`src/rbd_pkg.sv`:
```
// Shared types and constants of the run-length bitmap decoder.
`default_nettype none

package rbd_pkg;

    localparam int CHAR_W     = 8;
    localparam int CNT_W      = 12;
    localparam int ROW_BITS_W = 20;
    localparam int ROW_IDX_W  = 4;
    localparam int STATUS_W   = 2;

    localparam logic [CHAR_W-1:0] KIND_WALL  = 8'h77;
    localparam logic [CHAR_W-1:0] CHAR_ZERO  = 8'h30;
    localparam logic [CHAR_W-1:0] CHAR_NINE  = 8'h39;
    localparam logic [CNT_W-1:0]  COUNT_MAX  = 12'd4095;

    typedef enum logic [STATUS_W-1:0] {
        STATUS_FULL      = 2'd0,
        STATUS_SHORT     = 2'd1,
        STATUS_TRUNCATED = 2'd2,
        STATUS_ERROR     = 2'd3
    } status_t;

    typedef struct packed {
        logic [CHAR_W-1:0] character;
        logic              end_of_string;
    } char_item_t;

    typedef struct packed {
        logic [ROW_IDX_W-1:0]  row_index;
        logic [ROW_BITS_W-1:0] row_bits;
        logic [STATUS_W-1:0]   status;
        logic                  final_row;
    } row_item_t;

    typedef struct packed {
        logic accept;
        logic seg_read;
        logic seg_write;
        logic finish;
        logic dump_read;
        logic dump_load;
    } rbd_cmd_t;

    typedef struct packed {
        logic run_busy;
        logic string_done;
        logic out_busy;
        logic dump_last;
    } rbd_sts_t;

endpackage

`default_nettype wire

```
`src/rle_bitmap_decoder.sv`:
```
// Top level of the run-length bitmap decoder.
`default_nettype none

// Decodes a run-length text string, one character per transfer on the char
// channel, into a MAP_COLS x MAP_ROWS bitmap. Each section is a kind character
// followed by a decimal count ('w' fills ones, any other kind zeros); counts
// saturate at 4095 and runs fill cells in raster order, column fastest. Cells
// past the last run keep their committed values, cells beyond the map are
// dropped, and a section without digits aborts the string and leaves the
// bitmap untouched. On the character flagged end_of_string the parse is
// committed (or dropped) and every row goes out on the row channel with a
// status; final_row marks the last one.
// Flow: the block takes one character at a time. After each transfer the
// sequencer checks the run walker before it takes the next character; a
// character that closes a run adds a read-modify-write of each bitmap row
// the run touches, through the single-port row banks. The end of a string
// adds a commit step and then a read and a load for each row of the dump,
// held while the row channel stalls. The last row may still wait in the
// output register while the next string is taken. No clearing pass after
// reset: per-row valid bits make unwritten rows read as zero.

module rle_bitmap_decoder
    import rbd_pkg::*;
#(
    parameter int MAP_COLS = 20,
    parameter int MAP_ROWS = 12
)
(
    input  wire logic       clk,
    input  wire logic       rst_n,
    input  wire logic       char_valid,
    output logic            char_stall,
    input  wire char_item_t char_data,
    output logic            row_valid,
    input  wire logic       row_stall,
    output row_item_t       row_data
);

    rbd_cmd_t cmd;
    rbd_sts_t sts;

    // sequencer: owns the char handshake and steps the datapath
    rbd_ctrl u_ctrl (
        .clk        (clk),
        .rst_n      (rst_n),
        .char_valid (char_valid),
        .char_stall (char_stall),
        .cmd        (cmd),
        .sts        (sts)
    );

    // parser, run walker, row banks and output register
    rbd_datapath #(
        .MAP_COLS (MAP_COLS),
        .MAP_ROWS (MAP_ROWS)
    ) u_datapath (
        .clk       (clk),
        .rst_n     (rst_n),
        .char_data (char_data),
        .cmd       (cmd),
        .sts       (sts),
        .row_valid (row_valid),
        .row_stall (row_stall),
        .row_data  (row_data)
    );

endmodule

`default_nettype wire

```
`src/rbd_ctrl.sv`:
```
// Sequencer of the run-length bitmap decoder: parse, run fill, commit and row dump.
`default_nettype none

module rbd_ctrl
    import rbd_pkg::*;
(
    input  wire logic     clk,
    input  wire logic     rst_n,
    input  wire logic     char_valid,
    output logic          char_stall,
    output rbd_cmd_t      cmd,
    input  wire rbd_sts_t sts
);

    typedef enum logic [5:0] {
        ST_IDLE    = 6'b000001,
        ST_STEP    = 6'b000010,
        ST_SEG_WR  = 6'b000100,
        ST_FINISH  = 6'b001000,
        ST_DUMP_RD = 6'b010000,
        ST_DUMP_LD = 6'b100000
    } state_t;

    state_t state_reg;
    state_t state_next;

    always_ff @(posedge clk or negedge rst_n)
    begin
        if (!rst_n)
        begin
            state_reg <= ST_IDLE;
        end
        else
        begin
            state_reg <= state_next;
        end
    end

    always_comb
    begin
        state_next = state_reg;
        cmd        = '0;
        char_stall = 1'b1;
        unique case (state_reg)
            ST_IDLE:
            begin
                char_stall = 1'b0;
                if (char_valid)
                begin
                    cmd.accept = 1'b1;
                    state_next = ST_STEP;
                end
            end
            ST_STEP:
            begin
                if (sts.run_busy)
                begin
                    cmd.seg_read = 1'b1;
                    state_next   = ST_SEG_WR;
                end
                else if (sts.string_done)
                begin
                    state_next = ST_FINISH;
                end
                else
                begin
                    state_next = ST_IDLE;
                end
            end
            ST_SEG_WR:
            begin
                cmd.seg_write = 1'b1;
                state_next    = ST_STEP;
            end
            ST_FINISH:
            begin
                cmd.finish = 1'b1;
                state_next = ST_DUMP_RD;
            end
            ST_DUMP_RD:
            begin
                // hold until the output register is free
                if (!sts.out_busy)
                begin
                    cmd.dump_read = 1'b1;
                    state_next    = ST_DUMP_LD;
                end
            end
            ST_DUMP_LD:
            begin
                cmd.dump_load = 1'b1;
                state_next    = sts.dump_last ? ST_IDLE : ST_DUMP_RD;
            end
            default:
            begin
                state_next = ST_IDLE;
            end
        endcase
    end

endmodule

`default_nettype wire

```
`src/rbd_datapath.sv`:
```
// Datapath of the run-length bitmap decoder: parser, run walker, row banks, output register.
`default_nettype none

module rbd_datapath
    import rbd_pkg::*;
#(
    parameter int MAP_COLS = 20,
    parameter int MAP_ROWS = 12
)
(
    input  wire logic       clk,
    input  wire logic       rst_n,
    input  wire char_item_t char_data,
    input  wire rbd_cmd_t   cmd,
    output rbd_sts_t        sts,
    output logic            row_valid,
    input  wire logic       row_stall,
    output row_item_t       row_data
);

    localparam int MAP_CELLS = MAP_COLS * MAP_ROWS;
    localparam int CELL_W    = $clog2(MAP_CELLS + 1);
    localparam int POS_W     = (CELL_W > CNT_W) ? CELL_W : CNT_W;
    localparam int COL_W     = $clog2(MAP_COLS + 1);
    localparam int ROW_W     = (MAP_ROWS > 1) ? $clog2(MAP_ROWS) : 1;
    localparam int PROD_W    = CNT_W + 4;

    typedef enum logic [1:0] {
        PH_START  = 2'd0,
        PH_KIND   = 2'd1,
        PH_DIGITS = 2'd2
    } phase_t;

    // parser state
    phase_t             phase_reg;
    logic               run_fill_reg;
    logic [CNT_W-1:0]   run_count_reg;
    logic               err_reg;
    logic               trunc_reg;
    logic               last_reg;

    // run walker
    logic [POS_W-1:0]   pos_reg;
    logic [ROW_W-1:0]   pos_row_reg;
    logic [COL_W-1:0]   pos_col_reg;
    logic [POS_W-1:0]   run_left_reg;
    logic               run_val_reg;

    // row banks: cur marks the bank with the committed row, dirty a row rewritten this string
    logic [MAP_COLS-1:0] mem0 [MAP_ROWS];
    logic [MAP_COLS-1:0] mem1 [MAP_ROWS];
    logic [MAP_ROWS-1:0] val0_reg;
    logic [MAP_ROWS-1:0] val1_reg;
    logic [MAP_ROWS-1:0] cur_reg;
    logic [MAP_ROWS-1:0] dirty_reg;
    logic [MAP_COLS-1:0] rd0_reg;
    logic [MAP_COLS-1:0] rd1_reg;
    logic                rd_bank_reg;
    logic                rd_ok_reg;

    // dump
    logic [ROW_W-1:0]    dump_row_reg;
    status_t             status_reg;
    logic                row_valid_reg;
    row_item_t           row_data_reg;

    // parse decode
    logic               is_digit;
    logic [CNT_W-1:0]   digit_val;
    logic [PROD_W-1:0]  prod;
    phase_t             phase_next;
    logic               fill_next;
    logic [CNT_W-1:0]   count_next;
    logic               err_next;
    logic               trunc_next;
    logic               pos_clr;
    logic               launch;
    logic [CNT_W-1:0]   launch_count;
    logic               launch_fill;
    logic [POS_W-1:0]   remaining;
    logic [POS_W-1:0]   launch_len;

    // segment decode
    logic [COL_W-1:0]    col_room;
    logic [COL_W-1:0]    seg_len;
    logic [COL_W:0]      col_end;
    logic [MAP_COLS-1:0] seg_mask;
    logic [ROW_W-1:0]    rd_addr;
    logic                rd_bank;
    logic                rd_ok;
    logic [MAP_COLS-1:0] rd_row;
    logic [MAP_COLS-1:0] new_row;
    logic                wr_bank;
    status_t             status_next;

    assign is_digit  = (char_data.character >= CHAR_ZERO) && (char_data.character <= CHAR_NINE);
    assign digit_val = CNT_W'(char_data.character - CHAR_ZERO);
    assign prod      = (PROD_W'(run_count_reg) << 3) + (PROD_W'(run_count_reg) << 1)
                     + PROD_W'(digit_val);
    assign remaining = POS_W'(MAP_CELLS) - pos_reg;

    always_comb
    begin
        phase_next   = phase_reg;
        fill_next    = run_fill_reg;
        count_next   = run_count_reg;
        err_next     = err_reg;
        trunc_next   = trunc_reg;
        pos_clr      = 1'b0;
        launch       = 1'b0;
        launch_count = run_count_reg;
        launch_fill  = run_fill_reg;
        launch_len   = '0;
        unique case (phase_reg)
            PH_START:
            begin
                err_next   = 1'b0;
                trunc_next = 1'b0;
                pos_clr    = 1'b1;
                fill_next  = (char_data.character == KIND_WALL);
                count_next = '0;
                phase_next = PH_KIND;
            end
            PH_KIND:
            begin
                if (!err_reg)
                begin
                    if (is_digit)
                    begin
                        count_next = digit_val;
                        phase_next = PH_DIGITS;
                    end
                    else
                    begin
                        err_next = 1'b1;
                    end
                end
            end
            PH_DIGITS:
            begin
                if (!err_reg)
                begin
                    if (is_digit)
                    begin
                        count_next = (prod > PROD_W'(COUNT_MAX)) ? COUNT_MAX : CNT_W'(prod);
                    end
                    else
                    begin
                        // close the section and open the next one
                        launch     = 1'b1;
                        fill_next  = (char_data.character == KIND_WALL);
                        count_next = '0;
                        phase_next = PH_KIND;
                    end
                end
            end
            default:
            begin
                phase_next = PH_START;
            end
        endcase
        if (char_data.end_of_string && !err_next)
        begin
            if (phase_next == PH_DIGITS)
            begin
                launch       = 1'b1;
                launch_count = count_next;
                launch_fill  = fill_next;
            end
            else
            begin
                err_next = 1'b1;
            end
        end
        if (launch)
        begin
            if (POS_W'(launch_count) > remaining)
            begin
                launch_len = remaining;
                trunc_next = 1'b1;
            end
            else
            begin
                launch_len = POS_W'(launch_count);
            end
        end
    end

    // segment of the current run inside the current row
    assign col_room = COL_W'(MAP_COLS) - pos_col_reg;
    assign seg_len  = (run_left_reg < POS_W'(col_room)) ? COL_W'(run_left_reg) : col_room;
    assign col_end  = {1'b0, pos_col_reg} + {1'b0, seg_len};

    always_comb
    begin
        for (int c = 0; c < MAP_COLS; c++)
        begin
            seg_mask[c] = (COL_W'(c) >= pos_col_reg) && ((COL_W + 1)'(c) < col_end);
        end
    end

    assign rd_addr = cmd.seg_read ? pos_row_reg : dump_row_reg;
    assign rd_bank = cmd.seg_read ? (cur_reg[rd_addr] ^ dirty_reg[rd_addr]) : cur_reg[rd_addr];
    assign rd_ok   = rd_bank ? val1_reg[rd_addr] : val0_reg[rd_addr];
    assign rd_row  = rd_ok_reg ? (rd_bank_reg ? rd1_reg : rd0_reg) : '0;
    assign new_row = (rd_row & ~seg_mask) | (run_val_reg ? seg_mask : '0);
    assign wr_bank = ~cur_reg[pos_row_reg];

    always_comb
    begin
        if (err_reg)
        begin
            status_next = STATUS_ERROR;
        end
        else if (trunc_reg)
        begin
            status_next = STATUS_TRUNCATED;
        end
        else if (pos_reg < POS_W'(MAP_CELLS))
        begin
            status_next = STATUS_SHORT;
        end
        else
        begin
            status_next = STATUS_FULL;
        end
    end

    // bank storage, no reset: unwritten entries read as zero through the valid bits
    always_ff @(posedge clk)
    begin
        if (cmd.seg_write)
        begin
            if (wr_bank)
            begin
                mem1[pos_row_reg] <= new_row;
            end
            else
            begin
                mem0[pos_row_reg] <= new_row;
            end
        end
        if (cmd.seg_read || cmd.dump_read)
        begin
            rd0_reg <= mem0[rd_addr];
            rd1_reg <= mem1[rd_addr];
        end
    end

    always_ff @(posedge clk)
    begin
        if (cmd.dump_load)
        begin
            row_data_reg.row_index <= ROW_IDX_W'(dump_row_reg);
            row_data_reg.row_bits  <= ROW_BITS_W'(rd_row);
            row_data_reg.status    <= status_reg;
            row_data_reg.final_row <= (dump_row_reg == ROW_W'(MAP_ROWS - 1));
        end
    end

    always_ff @(posedge clk or negedge rst_n)
    begin
        if (!rst_n)
        begin
            phase_reg     <= PH_START;
            run_fill_reg  <= 1'b0;
            run_count_reg <= '0;
            err_reg       <= 1'b0;
            trunc_reg     <= 1'b0;
            last_reg      <= 1'b0;
            pos_reg       <= '0;
            pos_row_reg   <= '0;
            pos_col_reg   <= '0;
            run_left_reg  <= '0;
            run_val_reg   <= 1'b0;
            val0_reg      <= '0;
            val1_reg      <= '0;
            cur_reg       <= '0;
            dirty_reg     <= '0;
            rd_bank_reg   <= 1'b0;
            rd_ok_reg     <= 1'b0;
            dump_row_reg  <= '0;
            status_reg    <= STATUS_FULL;
            row_valid_reg <= 1'b0;
        end
        else
        begin
            if (cmd.seg_read || cmd.dump_read)
            begin
                rd_bank_reg <= rd_bank;
                rd_ok_reg   <= rd_ok;
            end

            if (cmd.accept)
            begin
                phase_reg     <= phase_next;
                run_fill_reg  <= fill_next;
                run_count_reg <= count_next;
                err_reg       <= err_next;
                trunc_reg     <= trunc_next;
                last_reg      <= char_data.end_of_string;
                if (pos_clr)
                begin
                    pos_reg     <= '0;
                    pos_row_reg <= '0;
                    pos_col_reg <= '0;
                end
                if (launch)
                begin
                    run_left_reg <= launch_len;
                    run_val_reg  <= launch_fill;
                end
            end
            else if (cmd.seg_write)
            begin
                // advance past the segment just written
                if (col_end == (COL_W + 1)'(MAP_COLS))
                begin
                    pos_col_reg <= '0;
                    pos_row_reg <= pos_row_reg + 1'b1;
                end
                else
                begin
                    pos_col_reg <= COL_W'(col_end);
                end
                pos_reg      <= pos_reg + POS_W'(seg_len);
                run_left_reg <= run_left_reg - POS_W'(seg_len);
                dirty_reg[pos_row_reg] <= 1'b1;
                if (wr_bank)
                begin
                    val1_reg[pos_row_reg] <= 1'b1;
                end
                else
                begin
                    val0_reg[pos_row_reg] <= 1'b1;
                end
            end
            else if (cmd.finish)
            begin
                // commit by flipping the bank of every rewritten row, or drop them on error
                if (!err_reg)
                begin
                    cur_reg <= cur_reg ^ dirty_reg;
                end
                dirty_reg     <= '0;
                status_reg    <= status_next;
                dump_row_reg  <= '0;
                phase_reg     <= PH_START;
                run_fill_reg  <= 1'b0;
                run_count_reg <= '0;
                err_reg       <= 1'b0;
                trunc_reg     <= 1'b0;
                last_reg      <= 1'b0;
                pos_reg       <= '0;
                pos_row_reg   <= '0;
                pos_col_reg   <= '0;
            end
            else if (cmd.dump_load)
            begin
                dump_row_reg <= dump_row_reg + 1'b1;
            end

            if (cmd.dump_load)
            begin
                row_valid_reg <= 1'b1;
            end
            else if (row_valid_reg && !row_stall)
            begin
                row_valid_reg <= 1'b0;
            end
        end
    end

    assign sts.run_busy    = (run_left_reg != '0);
    assign sts.string_done = last_reg;
    assign sts.out_busy    = row_valid_reg && row_stall;
    assign sts.dump_last   = (dump_row_reg == ROW_W'(MAP_ROWS - 1));

    assign row_valid = row_valid_reg;
    assign row_data  = row_data_reg;

endmodule

`default_nettype wire
```
`config.mk`:
```
export PLATFORM = sky130hd
export DESIGN_NAME = rle_bitmap_decoder
export DESIGN_NICKNAME = d
export VERILOG_FILES = /design/src/rbd_pkg.sv /design/src/rle_bitmap_decoder.sv /design/src/rbd_ctrl.sv /design/src/rbd_datapath.sv
export SDC_FILE = /design/constraint.sdc
export NUM_CORES = 1
export LEC_CHECK = 0
export ABC_AREA = 1
export ABC_CLOCK_PERIOD_IN_PS = 13300
export BUFFER_PORTS_ARGS = -buffer_cell sky130_fd_sc_hd__buf_4
export CORE_MARGIN = 8
export CORE_UTILIZATION = 51
export DETAILED_ROUTE_END_ITERATION = 16
export PLACE_DENSITY = 0.69
export SLEW_MARGIN = 10
export SYNTH_ARGS = -nofsm -noshare
export SYNTH_HDL_FRONTEND = slang
export SYNTH_SLANG_ARGS = --single-unit
export TNS_END_PERCENT = 1
```
`constraint.sdc`:
```
create_clock -name clk -period 13.3 [get_ports clk]
set_input_delay 3.99 -clock clk [delete_from_list [all_inputs] [get_ports clk]]
set_output_delay 3.99 -clock clk [all_outputs]
set_load 0.02 [all_outputs]
```
==> reports/qor.yml, run 1 <==
outcome:
  status: "finished clean"
clock_tree:
  root_buffer: "clkbuf_16"
  ctsHoldBuffers: 0
  numCtsBuffers: 70
  clkTransAtPathRegs_ns: 0.06
  h-tree-depth: 3
  cts_max_path_buffers: 3
  cts_setup_buffers: 0
  cts_resized: 0
  clock_latency_ns: 0.62
  clock-sinks: 662
  cts_tree: "done"
final_layout:
  final_common_cell: "edfxtp_1"
  fillCellCount: 4898
  n_antenna_cell: 0
  drive_gt1_frac: 0.0923
  final_cell_mix: "edfxtp_1 (547), nand2_1 (474), nor2_1 (406)"
  nets: 3004
  syn_to_final_growth_pct: 11.6
power_and_ir_drop:
  powerDensity_mw_per_mm2: 231
  p_total_w: 0.00777
  ir_drop_mv: 0.163
  leakage_nw: 13.0
sta:
  rsz0062_at_grt: "false"
  setup_tns_ns: 0
  period_minus_slack_ns: 9.07
  max_freq_mhz: 110
  fin_skew_ns: 0.0176
  worst_slew_pin_slew_ns: 1.09
  drv_slew: 0
  finalCritPeriodShare: 0.682
  relSlewSlack: 0.272
  hold_violations: 0
  setup_viol: 0
drt:
  routed_wl_mm: 83.8
  dr_total_vias: 22100
  dr.pass1.iters: 6
  final_antenna_net_count: 0
  wl_per_cell_microns: 22.3
  drc_errors: 0
  drt_iter0_markers: 2315
  viasPerCell: 5.89
synth:
  ys.flop_type: "edfxtp_1"
  synth_top_area_frac: 0.545
  synth_area_per_cell_sq_um: 10.5
  synth_top_area_cell: "edfxtp_1"
  syn_area_sq_mm: 0.0302
  synthArstFlopShare: 0.174
  synth_area_leaders: "edfxtp_1 (54%), dfrtp_1 (9.5%), o21ai_0 (5.9%)"
  ys_types: 55
  ys_seq_area_frac: 0.640
  syn_inst: 2881
  ys_ff_latch: 662
  yosysWarnings: 0
  synth_edf_count: 547
  syn_nets: 2962
die:
  die_area_sq_mm: 0.0672
  start_util: 0.514
  die_y_microns: 259
  dieWidth_microns: 259
  io_pins: 42
  coreArea_sq_mm: 0.0587
  rows: 89
worst_setup_path:
  rrSetupSlack_ns: 6.96
  cp_slowest_cell: "nor2_1"
  cp_max_fo: 20
  cpPeakStageDelay_ns: 0.56
  crit_path_frequent_cell: "nand2_1"
  r2r-end: "u_datapath.mem0[6][4]"
  ff2ff_path_depth: 20
  worstPathArrival_ns: 9.57
  r2r-start: "u_datapath.pos_col_reg[1]"
  startpoint_type: "input port"
  crit_type: "input port to flip-flop"
  cp.required_ns: 13.80
  crit_path_start: "char_data[5]"
  end_kind: "flip-flop"
run:
  cap_violations: 0
grt:
  grt_antenna_before_repair: 0
  gr-usage-all-layers: 0.246
  grt_pass1_wl_mm: 128
  grt_pass1_vias: 21700
  grt_max_degree: 155
  overflow: 0
worst_hold_path:
  worstHoldStart: "u_datapath.status_reg[0]"
  worstHoldPathType: "flip-flop to flip-flop"
  hold_path_end: "u_datapath.row_data[1]"
  hold_depth: 0
placed_design:
  hpwl_mm: 49.1
  io_buffers: 41
  place_congestion: 0.896
[cell type report]
type                    instances  area, sq um  area share
clock inverters                47          463      0.0138
inverters                     222          833      0.0248
clock buffers                  80         1810      0.0538
well taps                     773          967      0.0288
flip-flops and latches        662        19300       0.574
multi-input cells            1866         9500       0.282
repair buffers                101          758      0.0225
[critical path: cells and delay by family]
kind | cells | cell delay [ns]
AOI/OAI and AO/OA | 4 | 0.46
adders and majority gates | 4 | 1.48
buffers and inverters | 5 | 0.63
and+or+nand+nor | 20 | 2.98
[worst max-delay path by stage]
stage,depth (start not counted),slack [ns],endpoint
CTS,33,4.28,u_datapath.run_left_reg[3]
global placement,33,3.79,u_datapath.run_left_reg[4]
finish,33,4.23,u_datapath.run_left_reg[6]
global route,33,3.58,u_datapath.run_left_reg[6]
detailed placement,33,3.64,u_datapath.run_left_reg[3]
floorplan,30,4.91,u_datapath.run_left_reg[6]
[synthesized netlist by cell type, types with 4 or more instances]
master and n:
edfxtp_1 547, nand2_1 474, nor2_1 428, o21ai_0 357, inv_1 212, nand3_1 144, o22ai_1 140, dfrtp_1 114
a21oi_1 76, ha_1 55, clkbuf_1 54, buf_2 50, xor2_1 27, nor3_1 24, o21ai_1 18, or2_2 17
nand4_1 15, clkbuf_2 13, fa_1 13, xnor2_1 11, buf_4 8, inv_2 8, a31oi_1 7, o211ai_1 7
nand2_2 6, nor2_2 5, buf_6 4
[stage by stage]
step | setup slack (ns) | utilization | instances | cell area [sq um] | hold WS (ns)
after CTS | 4.28 | 0.573 | 3751 | 33600 | 0.454
after global placement | 3.79 | 0.534 | 3624 | 31400 | 0.434
after global routing | 3.58 | 0.573 | 3751 | 33600 | 0.474
after detailed placement | 3.64 | 0.534 | 3624 | 31400 | 0.436
after floorplan | 4.91 | - | 2881 | 30200 | 0.426
final | 4.23 | 0.573 | 3751 | 33600 | 0.455
[layer usage]
metal	routed length, microns	global-route usage	part of all wire
met5	0	0	0
met1	34000	0.326	0.41
met4	2800	0.0920	0.033
met2	40200	0.405	0.48
met3	6840	0.0420	0.082
[cells by family after synthesis]
group                    share of synthesized area
adder cells (fa/ha/maj)                     0.0315
buffers and inverters                       0.0486
XOR/XNOR                                    0.0110
multiplexers                              0.000705
AO/OA/AOI/OAI                                0.115
flip-flops                                   0.640
AND/OR/NAND/NOR                              0.153
[report_power, final]
group	internal, W	total (W)	switching (W)
Sequential	0.00291	0.00306	0.000142
Combinational	0.000757	0.00276	0.00200
Clock	0.00113	0.00196	0.000830
Power figures use the tool's default switching activity.
==> inputs of run 2 (changes only) <==
--- a/config.mk
+++ b/config.mk
@@ -6,7 +6,7 @@
 export NUM_CORES = 1
 export LEC_CHECK = 0
 export ABC_AREA = 1
-export ABC_CLOCK_PERIOD_IN_PS = 13300
+export ABC_CLOCK_PERIOD_IN_PS = 8500
 export BUFFER_PORTS_ARGS = -buffer_cell sky130_fd_sc_hd__buf_4
 export CORE_MARGIN = 8
 export CORE_UTILIZATION = 51
==> constraint.sdc (replaced) <==
create_clock -name clk -period 8.5 [get_ports clk]
set_input_delay 2.55 -clock clk [delete_from_list [all_inputs] [get_ports clk]]
set_output_delay 2.55 -clock clk [all_outputs]
set_load 0.02 [all_outputs]
==> reports/qor.yml, run 2 (synthesis gave the netlist of run 1 again) <==
placed_design:
  place_congestion: 0.904
  dp_slack_ns: 0.588
  io_buffers: 41
  hpwl_mm: 49.2
  placed_cell_area_sq_mm: 0.0314
grt:
  grt_pass1_vias: 21600
  overflow: 0
  grt_pass1_wl_mm: 127
  grt_max_degree: 155
  gr-usage-all-layers: 0.244
  grt_antenna_before_repair: 0
worst_setup_path:
  cp.buffers_inverters: 6
  crit_type: "input port to flip-flop"
  cp.required_ns: 9.03
  worstPathArrival_ns: 7.85
  crit_path_frequent_cell: "nand2_1"
  cpPeakStageDelay_ns: 0.51
  path_delay_family: "simple AND/OR/NAND/NOR gates"
  cp_slowest_cell: "nand2_1"
  crit_path_start: "char_data[5]"
  cp_max_fo: 20
  r2r-start: "u_datapath.pos_col_reg[2]"
  end_kind: "flip-flop"
  startpoint_type: "input port"
die:
  dieWidth_microns: 259
  die_y_microns: 259
  die_area_sq_mm: 0.0672
  coreArea_sq_mm: 0.0587
  io_pins: 42
  start_util: 0.514
  rows: 89
drt:
  routed_wl_mm: 83.3
  drt_iter0_markers: 2155
  final_antenna_net_count: 0
  wl_per_cell_microns: 22.2
  routed-wl-met3_mm: 7.07
  viasPerCell: 5.90
  drt-met1-wl_mm: 33.1
  dr_total_vias: 22100
  dr.pass1.iters: 5
  met2_length_mm: 40.0
  top_layer: "met4"
  drc_errors: 0
clock_tree:
  h-tree-depth: 3
  numCtsBuffers: 70
  clock-sinks: 662
  root_buffer: "clkbuf_16"
  cts_tree: "done"
  cts_setup_buffers: 0
  cts_max_path_buffers: 3
  ctsHoldBuffers: 0
  clkTransAtPathRegs_ns: 0.06
  clock_latency_ns: 0.63
  cts_resized: 0
final_layout:
  seqCellArea_sq_mm: 0.0193
  nets: 3005
  syn_to_final_growth_pct: 11.3
  drive_gt1_frac: 0.0912
  fillCellCount: 4867
  final_common_cell: "edfxtp_1"
  multi_input_area_sq_mm: 0.00950
  n_antenna_cell: 0
  final_core_util: 0.572
  final_cell_mix: "edfxtp_1 (547), nand2_1 (474), nor2_1 (406)"
  fin_area_sq_mm: 0.0336
sta:
  hold_violations: 0
  drv_slew: 0
  relSlewSlack: 0.285
  rsz0062_at_grt: "false"
  max_freq_mhz: 137
  setup_tns_ns: 0
  setup_ws_ns: 1.18
  worst_slew_pin_slew_ns: 1.07
  fin_skew_ns: 0.0333
  setup_viol: 0
  period_minus_slack_ns: 7.32
  finalCritPeriodShare: 0.861
worst_hold_path:
  worstHoldPathType: "flip-flop to flip-flop"
  worstHoldStart: "u_datapath.status_reg[0]"
outcome:
  status: "finished clean"
power_and_ir_drop:
  ir_drop_mv: 0.409
  leakage_nw: 13.0
  powerDensity_mw_per_mm2: 358
run:
  cap_violations: 0
==> run 2: cell count changes in the layout (fill, tap and decap cells not counted), sizes merged <==
cell,delta
clkbuf,+13
clkinv,-4
bufinv,-5
buf,+1
inv,-2
==> run 2: per-layer routing <==
metal | GRT usage | vias up
li1 | - | 10100
met1 | 0.319 | 10800
met2 | 0.402 | 1040
met3 | 0.0467 | 197
met4 | 0.0920 | 0
met5 | 0 | -
==> run 2: worst register-to-register path, cell delays in order, from the launching register on <==
cell,delay (ns)
dfrtp_1,0.59
inv_1,0.27
nor2_1,0.25
xor2_1,0.27
ha_1,0.30
a21oi_1,0.12
nand2_1,0.07
nand2_1,0.06
nand2_1,0.14
o21ai_0,0.51
ha_1,0.28
inv_1,0.06
fa_1,0.39
o21ai_0,0.33
xnor2_1,0.18
nand2_1,0.31
nor2_1,0.08
inv_1,0.22
nor2_1,0.12
nor2_1,0.36
o211ai_1,0.35
o21ai_2,0.75
==> run 2: layout make-up <==
class / count / share of cell area
multi-input cells: 1866 / 0.283
clock inverters: 36 / 0.0101
flip-flops and latches: 662 / 0.575
inverters: 222 / 0.0248
clock buffers: 93 / 0.0554
repair buffers: 102 / 0.0228
well taps: 773 / 0.0288
==> run 2: power by group <==
| part | internal, W | total, W | switching, W |
|---|---|---|---|
| clock | 0.00163 | 0.00293 | 0.00130 |
| sequential | 0.00456 | 0.00478 | 0.000223 |
| combinational | 0.00118 | 0.00431 | 0.00313 |
| total | 0.00737 | 0.0120 | 0.00465 |
==> run 2: worst paths after layout <==
kind                                                     to  slack, ns  depth (start not counted)
worst min-delay path                 u_datapath.row_data[1]       0.45                          0
worst max-delay path             u_datapath.run_left_reg[4]       1.18                         33
min in group asynchronous       u_datapath.run_count_reg[0]       1.98                          1
max in group asynchronous             u_datapath.pos_reg[9]       5.07                          2
worst min register to register       u_datapath.row_data[1]       0.45                          0
worst max register to register        u_datapath.mem0[9][4]       2.17                         21
==> run 2: per-stage QoR <==
stage	total power [W]	std cells	hold slack [ns]
final	0.0120	3754	0.449
after global routing	0.0127	3754	0.457
after CTS	0.0120	3754	0.447
after detailed placement	0.00908	3625	0.433
after global placement	0.00896	3625	0.434
after floorplan	0.00759	2881	0.426
